<file path="src/sukt_pkg.sv">
// sukt_pkg: shared constants, codes and the control/status structs of the
// sorted unique-key table. Used by the controller, the datapath and the top level.
`timescale 1ns / 1ps

package sukt_pkg;

	localparam int CAPACITY = 16;
	localparam int IDX_W    = (CAPACITY > 1) ? $clog2(CAPACITY) : 1;
	localparam int CNT_W    = $clog2(CAPACITY + 1);
	localparam int KEY_W    = 31;
	localparam int WORD_W   = 64;
	localparam int ACT_W    = 2;
	localparam int STATUS_W = 4;

	typedef enum logic [ACT_W-1:0] {
		ACT_INSERT = 2'd0,
		ACT_DELETE = 2'd1,
		ACT_UPDATE = 2'd2,
		ACT_DUMP   = 2'd3
	} action_t;

	typedef enum logic [STATUS_W-1:0] {
		ST_INS_HEAD  = 4'd0,
		ST_INS_TAIL  = 4'd1,
		ST_INS_MID   = 4'd2,
		ST_DUPLICATE = 4'd3,
		ST_FULL      = 4'd4,
		ST_DEL_HEAD  = 4'd5,
		ST_DEL_TAIL  = 4'd6,
		ST_DEL_MID   = 4'd7,
		ST_NOT_FOUND = 4'd8,
		ST_EMPTY     = 4'd9,
		ST_UPDATED   = 4'd10,
		ST_ENTRY     = 4'd11
	} status_t;

	typedef struct packed {
		logic load;
		logic compare;
		logic commit;
		logic dump_emit;
	} dp_cmd_t;

	typedef struct packed {
		logic out_free;
		logic count_zero;
		logic dump_last;
	} dp_stat_t;

endpackage

</file>
<file path="src/sukt_ctrl.sv">
// sukt_ctrl: command sequencer of the sorted unique-key table.
// Depends on sukt_pkg; drives the datapath through dp_cmd_t.
`timescale 1ns / 1ps

module sukt_ctrl (
	input  logic                        clk,
	input  logic                        arst_n,
	input  logic                        req_valid,
	output logic                        req_stall,
	input  logic [sukt_pkg::ACT_W-1:0]  action,
	input  sukt_pkg::dp_stat_t          stat,
	output sukt_pkg::dp_cmd_t           cmd
);
	import sukt_pkg::*;

	typedef enum logic [1:0] {
		S_IDLE,
		S_CMP,
		S_EXEC,
		S_DUMP
	} state_t;

	state_t state_q;

	always_ff @(posedge clk or negedge arst_n) begin
		if (!arst_n) begin
			state_q <= S_IDLE;
		end else begin
			unique case (state_q)
				S_IDLE: begin
					if (req_valid) begin
						if (action_t'(action) == ACT_DUMP) begin
							state_q <= stat.count_zero ? S_EXEC : S_DUMP;
						end else begin
							state_q <= S_CMP;
						end
					end
				end
				S_CMP: begin
					state_q <= S_EXEC;
				end
				S_EXEC: begin
					if (stat.out_free) begin
						state_q <= S_IDLE;
					end
				end
				S_DUMP: begin
					if (stat.out_free && stat.dump_last) begin
						state_q <= S_IDLE;
					end
				end
				default: begin
					state_q <= S_IDLE;
				end
			endcase
		end
	end

	assign req_stall     = (state_q != S_IDLE);
	assign cmd.load      = (state_q == S_IDLE) && req_valid;
	assign cmd.compare   = (state_q == S_CMP);
	assign cmd.commit    = (state_q == S_EXEC) && stat.out_free;
	assign cmd.dump_emit = (state_q == S_DUMP) && stat.out_free;

endmodule

</file>
<file path="config.mk">
export PLATFORM = sky130hd
export DESIGN_NAME = sukt_ctrl
export DESIGN_NICKNAME = d
export VERILOG_FILES = /design/src/sukt_pkg.sv /design/src/sukt_ctrl.sv
export SDC_FILE = /design/constraint.sdc
export NUM_CORES = 1
export LEC_CHECK = 0
export CAP_MARGIN = 25
export CORE_AREA = 4 4 41 43
export DETAILED_ROUTE_END_ITERATION = 16
export DIE_AREA = 0 0 45 47
export DONT_BUFFER_PORTS = 1
export GPL_ROUTABILITY_DRIVEN = 0
export SETUP_SLACK_MARGIN = 0.3
export SLEW_MARGIN = 40
export SYNTH_ARGS = -nofsm -noshare
export SYNTH_HDL_FRONTEND = slang
export SYNTH_SLANG_ARGS = --single-unit
export TNS_END_PERCENT = 20
</file>
<file path="constraint.sdc">
create_clock -name clk -period 1.2 [get_ports clk]
set_input_delay 0.12 -clock clk [delete_from_list [all_inputs] [get_ports clk]]
set_output_delay 0.12 -clock clk [all_outputs]
set_load 0.02 [all_outputs]
</file>
## After elaboration in Yosys (flattened, before gate mapping)

Cells that the tools add are included.

- Flip-flop bits (word level): 2
- Bits in latches: 0
- RAM bits: 0
- Bits in read-only memories: 0
- Logic and storage cells: 21
- Memories kept: 0

- $add $sub $neg: 0
- Multipliers: 0
- Divide/modulo/power cells: 0
- Order comparisons: 0
- Equality and inequality tests: 7
- Shift operators: 0
- Mux-type cells: 6
- Bitwise logic cells: 0
- Reductions and logical operators: 7

Operators by type and width:

| cell | number |
|---|---|
| $mux W2 | 4 |
| $pmux W2 S4 | 1 |
| $eq A2 B2 Y1 const B | 3 |
| $ne A2 B2 Y1 const B | 3 |
| $logic_and A1 B1 Y1 | 4 |
| $reduce_and A3 Y1 | 1 |
| $eq A2 B1 Y1 const B | 1 |
| $logic_not A2 Y1 | 1 |
| $reduce_bool A2 Y1 | 1 |
| $mux W1 | 1 |

## Depth between registers and ports, before layout

Gate-level depths: netlist of run 1.

- Depth in word-level cells: 4
- Gate-level depth with buffers: 2
- Mapped depth without buffers: 2

## Worst setup path before layout of run 1

OpenSTA, ideal clock, no wires.

- Kind: reg-to-reg
- From: register state_q[0]
- To: register state_q[0]
- Arrival: 1.215 ns
- Data required time: 1.130 ns
- Slack: -0.085 ns
- Stages on the path, launching flop included: 3
- Path buffers: 0
- Period minus slack after synthesis: 1.285 ns
- Cell sequence: dfrtp_1 > nor3b_1 > a32o_1

- Word-level cells in the longest chain between the ends: 3
- Elaborated cells between the ends (all ways): 9

Ends and longest elaborated chain:

| what | RTL line | RTL |
|---|---|---|
| from (decl) | sukt_ctrl.sv:23 | `state_t state_q;` |
| from (signal assigned) | sukt_ctrl.sv:33 | `state_q <= stat.count_zero ? S_EXEC : S_DUMP;` |
| $eq A2 B2 Y1 or $logic_not A2 Y1 (tied branches) | sukt_ctrl.sv:29 | `unique case (state_q)` |
| $ne A2 B2 Y1 (no line) | - |  |
| $reduce_and A3 Y1 (no line) | - |  |

Parallel ways exist; a longest one is shown, timed or not.
A chain may end at the register's enable or synchronous reset.

==> impl_summary.md, run 1 <==
Synth
After Yosys synthesis, full adders, half adders and majority gates account for 0% of the synthesized area. The number of different library cells in the post-synthesis netlist is 12. The synthesized-area fraction occupied by xor and xnor cells is 0%.

The synthesized design devotes to its leading area cell type 37.4% of total area. For this run, the number of Yosys warnings is 0. The mux contribution to synthesized area is 0%. The net count after synthesis is 23.

Synthesis handed over a netlist of 15 instances. By area the synthesized netlist is led by dfrtp_1, a32o_1, and4b_1, nand3_1, o31a_1. Ranked by instance count, the synthesized netlist is headed by dfrtp_1, nand2_1, nand3_1.

The fraction of the mapped netlist area in compound gates is between 10% and 20%. The dominant combinational cell family by area after synthesis is simple AND/OR/NAND/NOR gates. The share of the yosys chip area belonging to registers is approximately 37%. The async set-or-reset flop fraction in the synthesized netlist is between 90% and 100%.

After synthesis the netlist holds a flip-flop and latch count of 2. Among all flip-flop cells after synthesis, the most frequent one is dfrtp_1. The number of flops mapped to enable cells by yosys is 0. The basic-gate share of the synthesized area counting and, or, nand and nor cells is 48.6%.

The dominant cell type by area after synthesis is dfrtp_1. The post-synth design cell area is 134 µm². The post-synthesis average cell area is 8.93 µm².

Pwr
The clock network accounts for roughly a quarter of the total power. The design draws about 0.67 mW. The register share of total power is between 20% and 30%.

Of the total power, the share spent switching nets is about 40%. The power per unit of standard cell area is approximately 2800 mW/mm². Per report_power, the combinational group accounts for about half of the total. The net switching power figure is ~0.27 mW. IR analysis of the VDD net gives a maximum drop of about 480 µV.

The reported leakage power is approximately 0.10 nW. The internal power summed over all cells is 0.401 mW.

Clocking
The number of clock sinks seen by CTS is 2. The clock reaches the later pin of the worst-skew pair after ~0.23 ns. In this run the number of H-tree levels came out at 1. The CTS tree is yes. The deepest clock path buffer count is 2. The clock slew at the register clock pins of the worst setup and hold paths is roughly 0.040 ns. The clock tree root buffer cell is clkbuf_4. The total CTS buffers is 3.

Drt
The detailed-route via count is 151. The wire length per cell after detailed routing is between 10 and 15 µm. The iteration count of the initial detailed-routing pass is 2.

After the first detailed-routing iteration, the DRC count stood at 2. Summed over all layers, the routed wires come to 468 µm. The number of nets still failing antenna checks after routing is 0. After detailed routing, the number of remaining DRC violations is 0. Dividing the detail-routed via count by the number of cells gives about 3.9.

Setup path
The number of cell instances on the worst register-to-register path is 3. The maximum fanout along the worst path is 6. STA classifies the critical path endpoint as a primary output. The nature of the critical path startpoint is a flop. The count of cell instances traversed by the critical path is 2. The critical path is of the reg -> out type. The worst register-to-register path has a setup slack of around 0.08 ns. The startpoint identified for the worst register-to-register timing path is state_q[1]. The data arrival time at the worst-slack endpoint is approximately 1.0 ns. The count of buffer and inverter cells on the critical path is 1. On the critical path the largest part of the delay comes from flip-flops. For this run, the slowest stage of the critical path takes ~0.44 ns. The cell with the largest stage delay on the worst path is dfrtp_2. In this run the critical register-to-register path is captured at state_q[1]. The signal on the critical path passes through nor3b_4 -> buf_6. The data required time at the worst endpoint is approximately 1.1 ns.

Final layout
The largest register by flop count is state_q. The flip-flop count of the largest register, all copies and words added is 2. In the final design database the tool counted 33 nets. The count of antenna diodes in the layout is 0. Registers take between 50 and 60 µm². In the final layout, the share of cells above drive strength 1 is a little over half. The filler cells instantiated in the layout total 160. In the final layout, the registers with the most flip-flops are state_q x2. In the final layout, the multi-input gates occupy a little under 100 µm².

Relative to the synthesized area, the layout overhead comes to 78.5%.

Global routing
The first global-routing pass estimated 683 µm of wire. The number of antenna violations at the first check in global routing was 0. The via count of the first global-routing pass is 180. The total overflow left after global routing is 0.

The global-route usage over all layers is around 5.5%. The largest net degree at the start of global routing is 7.

Floorplan
The area of the core region is about 0.0013 mm². The die covers about 0.0021 mm². The chip height is 47 µm. In this run the count of I/O pins placed on the die edge is 13. The row count is 13.

The width of the die is about 45 µm. The starting utilization of the core area is approximately a tenth.

Place
The port buffer count is 0. The HPWL after detailed placement is between 300 and 400 µm.

STA
The final count of hold timing violations is 0. Setup violations remaining at the end of the flow were counted as 0. The relative slew slack is between 70% and 80%. Static timing analysis puts the maximum clock frequency at 865 MHz. For the pin with the worst max-slew slack, the measured transition is 0.374 ns. The final worst-path cycle share is about 96%. The time the worst path needs with I/O delays and setup is ~1.2 ns. The final total negative setup slack is 0 ns. The count of pins over their slew limit is 0. Setup repair after global routing could not meet its margin everywhere. On the final layout, the worst clock skew is 0.00369 ns.

Outcome
The run finished with clean final reports.

Hold path
The tightest min-delay check is of the in -> reg type. Counting instances, the worst hold path has a depth of 2. The path with the worst hold slack has its endpoint at state_q[1]. The worst min-delay path startpoint is stat[2].

Job
Across the run, the number of max-cap violations was 0.
==> per-stage QoR <==
step | utilization (%) | setup WS (ns) | area [µm²] | hold WS, ns | cells
final | 18.4 | 0.0445 | 239 | 0.0894 | 39
after global routing | 18.4 | -0.00392 | 239 | 0.0916 | 39
after CTS | 18.2 | 0.0360 | 236 | 0.0830 | 39
after detailed placement | 13.3 | 0.193 | 173 | -0.176 | 31
after global placement | 13.3 | 0.213 | 173 | -0.176 | 31
after floorplan | - | 0.220 | 146 | -0.176 | 15
==> cell usage in the layout (no fill, tap or decap) <==
cell type and count:
nor2_1 1, and2b_2 1, a32o_1 1, buf_4 3, and3_2 1, nor3b_4 1, clkbuf_1 1, buf_6 1
nand3_1 2, dfrtp_2 2, nor2b_1 1, o31a_1 1, dlygate4sd3_1 1, and4b_1 1, or2_2 1, clkbuf_4 3
nand2_1 2
==> final cells by class <==
| type | instances | area share [%] |
|---|---|---|
| sequential | 2 | 22.0 |
| multi-input combinational | 13 | 40.8 |
| clock buffer | 4 | 11.0 |
| timing repair buffer | 5 | 18.3 |
| tap | 15 | 7.85 |
==> power groups by stage <==
stage	combinational [mW]	clock, mW	sequential, mW
global placement	0.231	0	0.177
floorplan	0.201	0	0.165
CTS	0.320	0.181	0.173
global route	0.348	0.191	0.181
finish	0.325	0.171	0.174
detailed placement	0.232	0	0.183
==> logic make-up after synthesis <==
group            Yosys count
AND/OR/NAND/NOR           11
flip-flops                 2
AO/OA/AOI/OAI              2
==> worst max path at each step <==
| stage | slack (ns) | to | startpoint |
|---|---|---|---|
| global placement | 0.21 | state_q[1] | state_q[1] |
| CTS | 0.04 | req_stall | state_q[0] |
| detailed placement | 0.19 | state_q[1] | state_q[1] |
| global route | -0.004 | cmd[3] | state_q[0] |
| floorplan | 0.22 | state_q[0] | state_q[1] |
| finish | 0.04 | cmd[3] | state_q[0] |
==> timing repair <==
action,in CTS,in global routing
pin swaps,1,1
hold endpoints to repair,2,0
setup endpoints to repair,6,7
gates resized for setup,2,2
hold buffers,1,0
buffers inserted,3,0
==> per-layer routing <==
metal / GRT usage, % / vias up / wire length [µm]
met5: 0 / - / 0
met4: 8.77 / 0 / 0
met3: 3.45 / 0 / 53
met2: 9.04 / 8 / 274
met1: 3.17 / 69 / 140
li1: - / 74 / -
Note: power is estimated with default switching activity, not from simulation.
==> inputs of run 2 (changes only) <==
--- a/config.mk
+++ b/config.mk
@@ -5,6 +5,7 @@
 export SDC_FILE = /design/constraint.sdc
 export NUM_CORES = 1
 export LEC_CHECK = 0
+export ABC_AREA = 1
 export CAP_MARGIN = 25
 export CORE_AREA = 4 4 41 43
 export DETAILED_ROUTE_END_ITERATION = 16
==> run 2 against run 1 <==
  * Worst hold slack worse by 0.045 ns
  * First-iteration DRC count fell by 100%
  * Clock skew grew 0.00067 ns
==> impl_summary.md, run 2 <==
Final layout
The utilization after layout came to 19.4% (+1.1 points). The largest registers in the layout are state_q x2. In the layout the commonest cells are inv_1, nand2_1, nand3_1. The number of inserted filler cells in the final layout is 165 (+3.1%).

The flip-flop count of the largest register, all copies and words added is 2 (unchanged). The non-filler instance count after layout is 45 (+15%). Relative to the synthesized area, the layout overhead comes to 72.6%.

The proportion of layout cells with a drive suffix above 1 is 46.7% (-7.5 points). The largest register by flop count is state_q. The final net count was 40 (+21%). The count of antenna diodes in the layout was 0 (unchanged). The multi-input logic area was 105 µm² (+7.7%). The register area is 52.6 µm² (unchanged).

Drt
The total wirelength of the detailed-routed design came to 440 µm (-6.0%). The routed via count divided by cell count came to 3.80 (-1.9%). The wire length per cell after detailed routing was 9.78 µm (-19%). The iteration count of the initial detailed-routing pass came to 1 (-1). The detailed router's first-iteration violation count was 0 (-2).

The number of nets still failing antenna checks after routing is 0 (unchanged). The detailed-route via count was 171 (+13%). The post-detailed-route DRC marker count is 0 (unchanged).

Synth
The post-synth design cell area was 146 µm² (+9.3%). The number of warnings printed during yosys synthesis is 0 (unchanged). By area the synthesized netlist is led by dfrtp_1, nand3_1, inv_1, nand2_1, nor2_2.

The fraction of synthesized cell area taken by the top area cell type was 34.2% (-3.2 points). The synthesized-area fraction occupied by xor and xnor cells is 0% (unchanged). Ranked by instance count, the synthesized netlist is headed by inv_1, nand2_1, nand3_1. The share of the yosys chip area belonging to registers was 34.2% (-3.2 points). The dominant cell type by area after synthesis is dfrtp_1.

The post-synthesis average cell area is 6.10 µm² (-32%). The net count after synthesis is 32 (+39%). The fraction of the mapped netlist area in compound gates is 0% (-14 points). The mux contribution to synthesized area was 0% (unchanged). The number of different library cells in the post-synthesis netlist is 8 (-4). The adder and majority gate portion of the synthesized area is 0% (unchanged). The number of flops mapped to enable cells by yosys is 0 (unchanged). Among all flip-flop cells after synthesis, the most frequent one is dfrtp_1. The basic-gate share of the synthesized area counting and, or, nand and nor cells came to 47.9% (-0.73 points).

The async set-or-reset flop fraction in the synthesized netlist is 100% (unchanged). The number of standard cells after synthesis was 24 (+9). The dominant combinational cell family by area after synthesis is simple AND/OR/NAND/NOR gates. The post-synthesis sequential element count came to 2 (unchanged).

Clocking
The clock insertion delay at the later pin of the skew report is 0.23 ns (about the same). The clock tree root buffer cell is clkbuf_4. The H-tree depth came to 1 (unchanged). The total CTS buffers was 3 (unchanged). The number of clock sinks seen by CTS is 2 (unchanged). The clock slew at the register clock pins of the worst setup and hold paths is 0.03 ns (about the same). TritonCTS built the clock tree. The deepest clock path buffer count is 2 (unchanged).

STA
Setup repair after global routing could not meet its margin everywhere. The minimum setup slack in the final design is 0.0514 ns (+0.00697 ns). The tightest hold margin is 0.0447 ns (-0.0447 ns). The final count of hold timing violations is 0 (unchanged).

The relative slew slack came to 82.0% (+7.0 points). The final worst-path cycle share was 95.7% (-0.58 points). The count of pins over their slew limit is 0 (unchanged). The slew at the pin closest to its max-slew limit is 0.270 ns (-0.104 ns).

The worst clock skew came to 0.00436 ns (+0.000673 ns). The fmax is 871 MHz (+0.61%). The final count of negative-setup-slack endpoints is 0 (unchanged). The time the worst path needs with I/O delays and setup is 1.15 ns (-0.00697 ns).

Setup path
The start-to-end type of the worst setup path is reg -> out. The data arrival time at the worst-slack endpoint is 1.03 ns (about the same). The data required time at the worst endpoint was 1.08 ns (about the same). The maximum fanout along the worst path is 5 (-1). The worst setup path is launched from a flop. STA classifies the critical path endpoint as a primary output.

Place
The worst setup slack after placement was 0.211 ns (+0.0186 ns). The port buffer count is 0 (unchanged). The HPWL after detailed placement came to 336 µm (+7.6%).

The number of placed instances, taps included was 39 (+26%).

Global routing
The total congestion overflow is 0 (unchanged). The met3 usage in global routing is 6.90% (+3.4 points). The largest net degree at the start of global routing was 6 (-1).

The number of antenna violations at the first check in global routing is 0 (unchanged). The routing layer with the top usage in global route is met4. The global routing met2 resource utilization is 5.65% (-3.4 points). The via count of the first global-routing pass is 184 (+2.2%).

The routing usage on met1 is 5.69% (+2.5 points). The global-route usage over all layers is 5.93% (+0.40 points). The first-pass GRT wire length was 765 µm (+12%).

Pwr
The reported leakage power was 0.121 nW (+16%). The maximum ir drop on the vdd rail came to 617 µV (+29%). The power per unit of standard cell area is 2630 mW/mm² (-6.4%).

Floorplan
The number of placed I/O pins came to 13 (unchanged). The row count is 13 (unchanged). The area of the core region is 0.00130 mm² (unchanged). The chip height was 47 µm (unchanged). The starting utilization of the core area came to 11.2% (+0.96 points). The area of the die is 0.00212 mm² (unchanged).

The width of the die is 45 µm (unchanged).

Job
The number of max-capacitance violations reported was 0 (unchanged).

Hold path
The worst min-delay path class is in -> reg.

Outcome
The flow ran to the end, and the final reports show no timing, DRC or antenna violations.
-- run 2: kinds of logic after synthesis --
logic type / after synthesis
DFF: 2
and+or+nand+nor: 15
buffers and inverters: 7
-- run 2: critical path: stages (launching register included) --
cell and delay (ns):
dfrtp_2 0.41, inv_1 0.11, nor3_4 0.28
-- run 2: worst paths after layout --
| check | startpoint | end | slack, ns | cells past startpoint |
|---|---|---|---|---|
| worst max-delay path | state_q[1] | cmd[0] | 0.05 | 2 |
| worst min register to register | state_q[1] | state_q[0] | 0.60 | 2 |
| max in group asynchronous | arst_n | state_q[0] | 0.93 | 1 |
| worst min-delay path | req_valid | state_q[0] | 0.04 | 2 |
| worst max register to register | state_q[1] | state_q[1] | 0.16 | 6 |
| min in group asynchronous | arst_n | state_q[1] | 0.13 | 1 |
-- run 2: power by group --
part / switching [mW] / internal, mW
registers: 0.0621 / 0.105
logic: 0.218 / 0.131
clock network: 0.0381 / 0.110
-- run 2: per-layer routing --
metal  part of all wire, %  up-vias
met2                    43       13
met3                    22        2
met5                     0        -
met4                   2.7        0
li1                      -       85
met1                    32       71
-- run 2: timing repair --
| action | CTS | global route |
|---|---|---|
| endpoints found under the hold margin | 2 | 0 |
| hold buffers | 1 | 0 |
| pin swaps | 4 | 3 |
| setup buffers | 1 | 1 |
| resized for setup | 7 | 0 |
| endpoints found under the setup margin | 5 | 7 |
-- run 2: area by class of cell --
| type | instances | share of cell area [%] |
|---|---|---|
| repair buffers | 3 | 9.90 |
| clock buffers | 3 | 8.91 |
| flip-flops and latches | 2 | 20.8 |
| multi-input cells | 15 | 41.6 |
| inverters | 7 | 11.4 |
| well taps | 15 | 7.43 |
-- run 2: metrics by stage --
step | TNS (ns) | total power, mW | area [µm²]
after floorplan | 0 | 0.356 | 161
after global placement | 0 | 0.387 | 180
after detailed placement | 0 | 0.389 | 180
after CTS | -0.00334 | 0.652 | 245
after global routing | 0 | 0.721 | 253
final | 0 | 0.664 | 253
==> inputs of run 3 (changes only) <==
==> constraint.sdc (replaced) <==
create_clock -name clk -period 1.5 [get_ports clk]
set_input_delay 0.15 -clock clk [delete_from_list [all_inputs] [get_ports clk]]
set_output_delay 0.15 -clock clk [all_outputs]
set_load 0.02 [all_outputs]
==> run 3 against run 2 <==
  * Combinational power is 29% lower
  * Via count decreased by 2.3%
  * Worst hold slack better by 0.037 ns
  * Sequential cell count unchanged
==> impl_summary.md, run 3 (synthesis results as in run 2) <==
Setup path
The cell with the largest stage delay on the worst path is dfrtp_2. The count of cell instances traversed by the critical path came to 3 (+1). The origin of the critical flop-to-flop path is state_q[1]. The start-to-end type of the worst setup path is reg -> out. The nature of the critical path startpoint is a flop. The data required time at the worst endpoint is 1.35 ns (+0.27 ns). Tracing the worst setup path back leads to its startpoint at state_q[1]. Traced cell by cell, the critical path runs through inv_1 -> nor3_1 -> buf_4.

The data arrival time at the worst-slack endpoint came to 1.04 ns (about the same). The count of buffer and inverter cells on the critical path was 2 (+1). The number of cell instances on the worst register-to-register path came to 5 (-1).

The maximum fanout along the worst path is 5 (unchanged). The largest incremental delay on the critical path is 0.41 ns (about the same). The capturing element type of the critical path is a primary output.

The cell family contributing the most delay on the critical path is flip-flops.

Global routing
The met3 usage in global routing is 3.83% (-3.1 points). The via count of the first global-routing pass is 160 (-13%). The largest net degree at the start of global routing is 6 (unchanged). The global routing met2 resource utilization is 6.78% (+1.1 points). The number of antenna violations at the first check in global routing is 0 (unchanged). The total congestion overflow came to 0 (unchanged). The first-pass GRT wire length is 662 µm (-13%). The global-route usage over all layers is 4.81% (-1.1 points).

The routing usage on met1 is 4.08% (-1.6 points). met2 is the most crowded layer.

Final layout
The largest register by flop count is state_q. The largest registers in the layout are state_q x2. The flip-flop count of the largest register, all copies and words added came to 2 (unchanged). The count of antenna diodes in the layout came to 0 (unchanged). In the layout the commonest cells are inv_1, nand2_1, nand3_1. The final net count is 41 (+2.5%). The area added between synthesis and finish is 64.1%. The proportion of layout cells with a drive suffix above 1 was 41.9% (-4.7 points). The number of inserted filler cells in the final layout came to 158 (-4.2%).

Floorplan
The number of placed I/O pins is 13 (unchanged). The starting utilization of the core area is 11.2% (unchanged). The area of the die is 0.00212 mm² (unchanged).

The width of the die is 45 µm (unchanged). The row count is 13 (unchanged). The chip height came to 47 µm (unchanged). The area of the core region is 0.00130 mm² (unchanged).

Pwr
The power per unit of standard cell area was 2050 mW/mm² (-22%). The maximum ir drop on the vdd rail came to 327 µV (-47%). The total power is 0.493 mW (-26%).

The reported leakage power is 0.121 nW (+0.44%).

Drt
The wire length per cell after detailed routing was 9.17 µm (-6.2%). The number of nets still failing antenna checks after routing is 0 (unchanged). The routed via count divided by cell count is 3.63 (-4.5%). The iteration count of the initial detailed-routing pass was 2 (+1). The total wirelength of the detailed-routed design is 422 µm (-4.1%). The detailed router's first-iteration violation count is 1 (+1). The post-detailed-route DRC marker count is 0 (unchanged).

The detailed-route via count was 167 (-2.3%).

Clocking
The deepest clock path buffer count is 2 (unchanged). The clock tree root buffer cell is clkbuf_4. The clock insertion delay at the later pin of the skew report came to 0.22 ns (about the same).

The clock slew at the register clock pins of the worst setup and hold paths is 0.03 ns (about the same). The total CTS buffers is 3 (unchanged). The number of clock sinks seen by CTS was 2 (unchanged). The H-tree depth came to 1 (unchanged). TritonCTS built the clock tree.

Outcome
The flow ran to the end, and the final reports show no timing, DRC or antenna violations.

STA
The final critical path takes up between 70% and 80% of the cycle. The relative slew slack came to 74.0% (-8.0 points). The final count of negative-setup-slack endpoints is 0 (unchanged). The final total negative setup slack came to 0 ns (unchanged). The slew at the pin closest to its max-slew limit was 0.389 ns (+0.120 ns). Setup repair after global routing could not meet its margin everywhere. The count of pins over their slew limit is 0 (unchanged). The final count of hold timing violations is 0 (unchanged). Static timing analysis puts the maximum clock frequency at roughly 840 MHz. The worst clock skew is 0.00266 ns (-0.00171 ns).

The time the worst path needs with I/O delays and setup is roughly 1.2 ns.

Place
The port buffer count is 0 (unchanged). The HPWL after detailed placement is 353 µm (+5.1%).

Hold path
The worst hold path begins at req_valid. In this run the worst hold path is classified as in -> reg. The worst hold path cell count is 2 (unchanged).

Job
The number of max-capacitance violations reported is 0 (unchanged).
run 3: cell types whose count changed in the layout (fill, tap and decap cells not counted):
cell | before | now
nor3_1 | 0 | 1
buf_4 | 2 | 3
nor2_1 | 0 | 1
nor2_2 | 1 | 0
nor3_4 | 2 | 0
nor3_2 | 0 | 1
run 3: worst register-to-register path, delay by kind of cell, from the launching register on:
| kind | cells | cell delay, ns |
|---|---|---|
| flip-flops | 1 | 0.43 |
| buffers and inverters | 2 | 0.16 |
| AND/OR/NAND/NOR | 3 | 0.25 |
run 3: power breakdown:
group / switching, mW / internal (mW) / total, mW
sequential: 0.0471 / 0.0837 / 0.131
clock: 0.0258 / 0.0879 / 0.114
combinational: 0.152 / 0.0962 / 0.248
total: 0.225 / 0.268 / 0.493
run 3: stage by stage:
| step | util, % | hold slack, ns | setup WS (ns) | cells | area (µm²) |
|---|---|---|---|---|---|
| floorplan | - | -0.146 | 0.399 | 24 | 146 |
| global placement | 13.8 | -0.146 | 0.443 | 41 | 180 |
| detailed placement | 13.8 | -0.146 | 0.430 | 41 | 180 |
| CTS | 17.3 | 0.0842 | 0.285 | 46 | 225 |
| global route | 18.5 | 0.0919 | 0.270 | 46 | 240 |
| finish | 18.5 | 0.0814 | 0.308 | 46 | 240 |
run 3: path summary, 6_finish.rpt:
path                       slack [ns]          to
setup reg to reg                 0.54  state_q[1]
hold / removal                   0.08  state_q[0]
hold reg to reg                  0.61  state_q[0]
max in group asynchronous        1.20  state_q[1]
min in group asynchronous        0.16  state_q[0]
setup / recovery                 0.31      cmd[0]
run 3: layer usage:
metal  routed length (µm)  part of all wire [%]
met3                   73                    17
met5                    0                     0
met2                  195                    46
met1                  153                    36
met4                    0                     0
run 3: what timing repair did:
| action | CTS | global route |
|---|---|---|
| setup buffers | 1 | 0 |
| setup endpoints to repair | 3 | 4 |
| pin swaps | 1 | 1 |
| endpoints found under the hold margin | 2 | 0 |
| gates resized for setup | 1 | 5 |
| hold buffers | 1 | 0 |
run 3: area by class of cell:
class / instances / area [µm²] / share of cell area, %
Multi-Input combinational cell: 15 / 85.1 / 35.4
Sequential cell: 2 / 52.6 / 21.9
Timing Repair Buffer: 4 / 32.5 / 13.5
Inverter: 7 / 28.8 / 12.0
Clock buffer: 3 / 22.5 / 9.38
Tap cell: 15 / 18.8 / 7.81
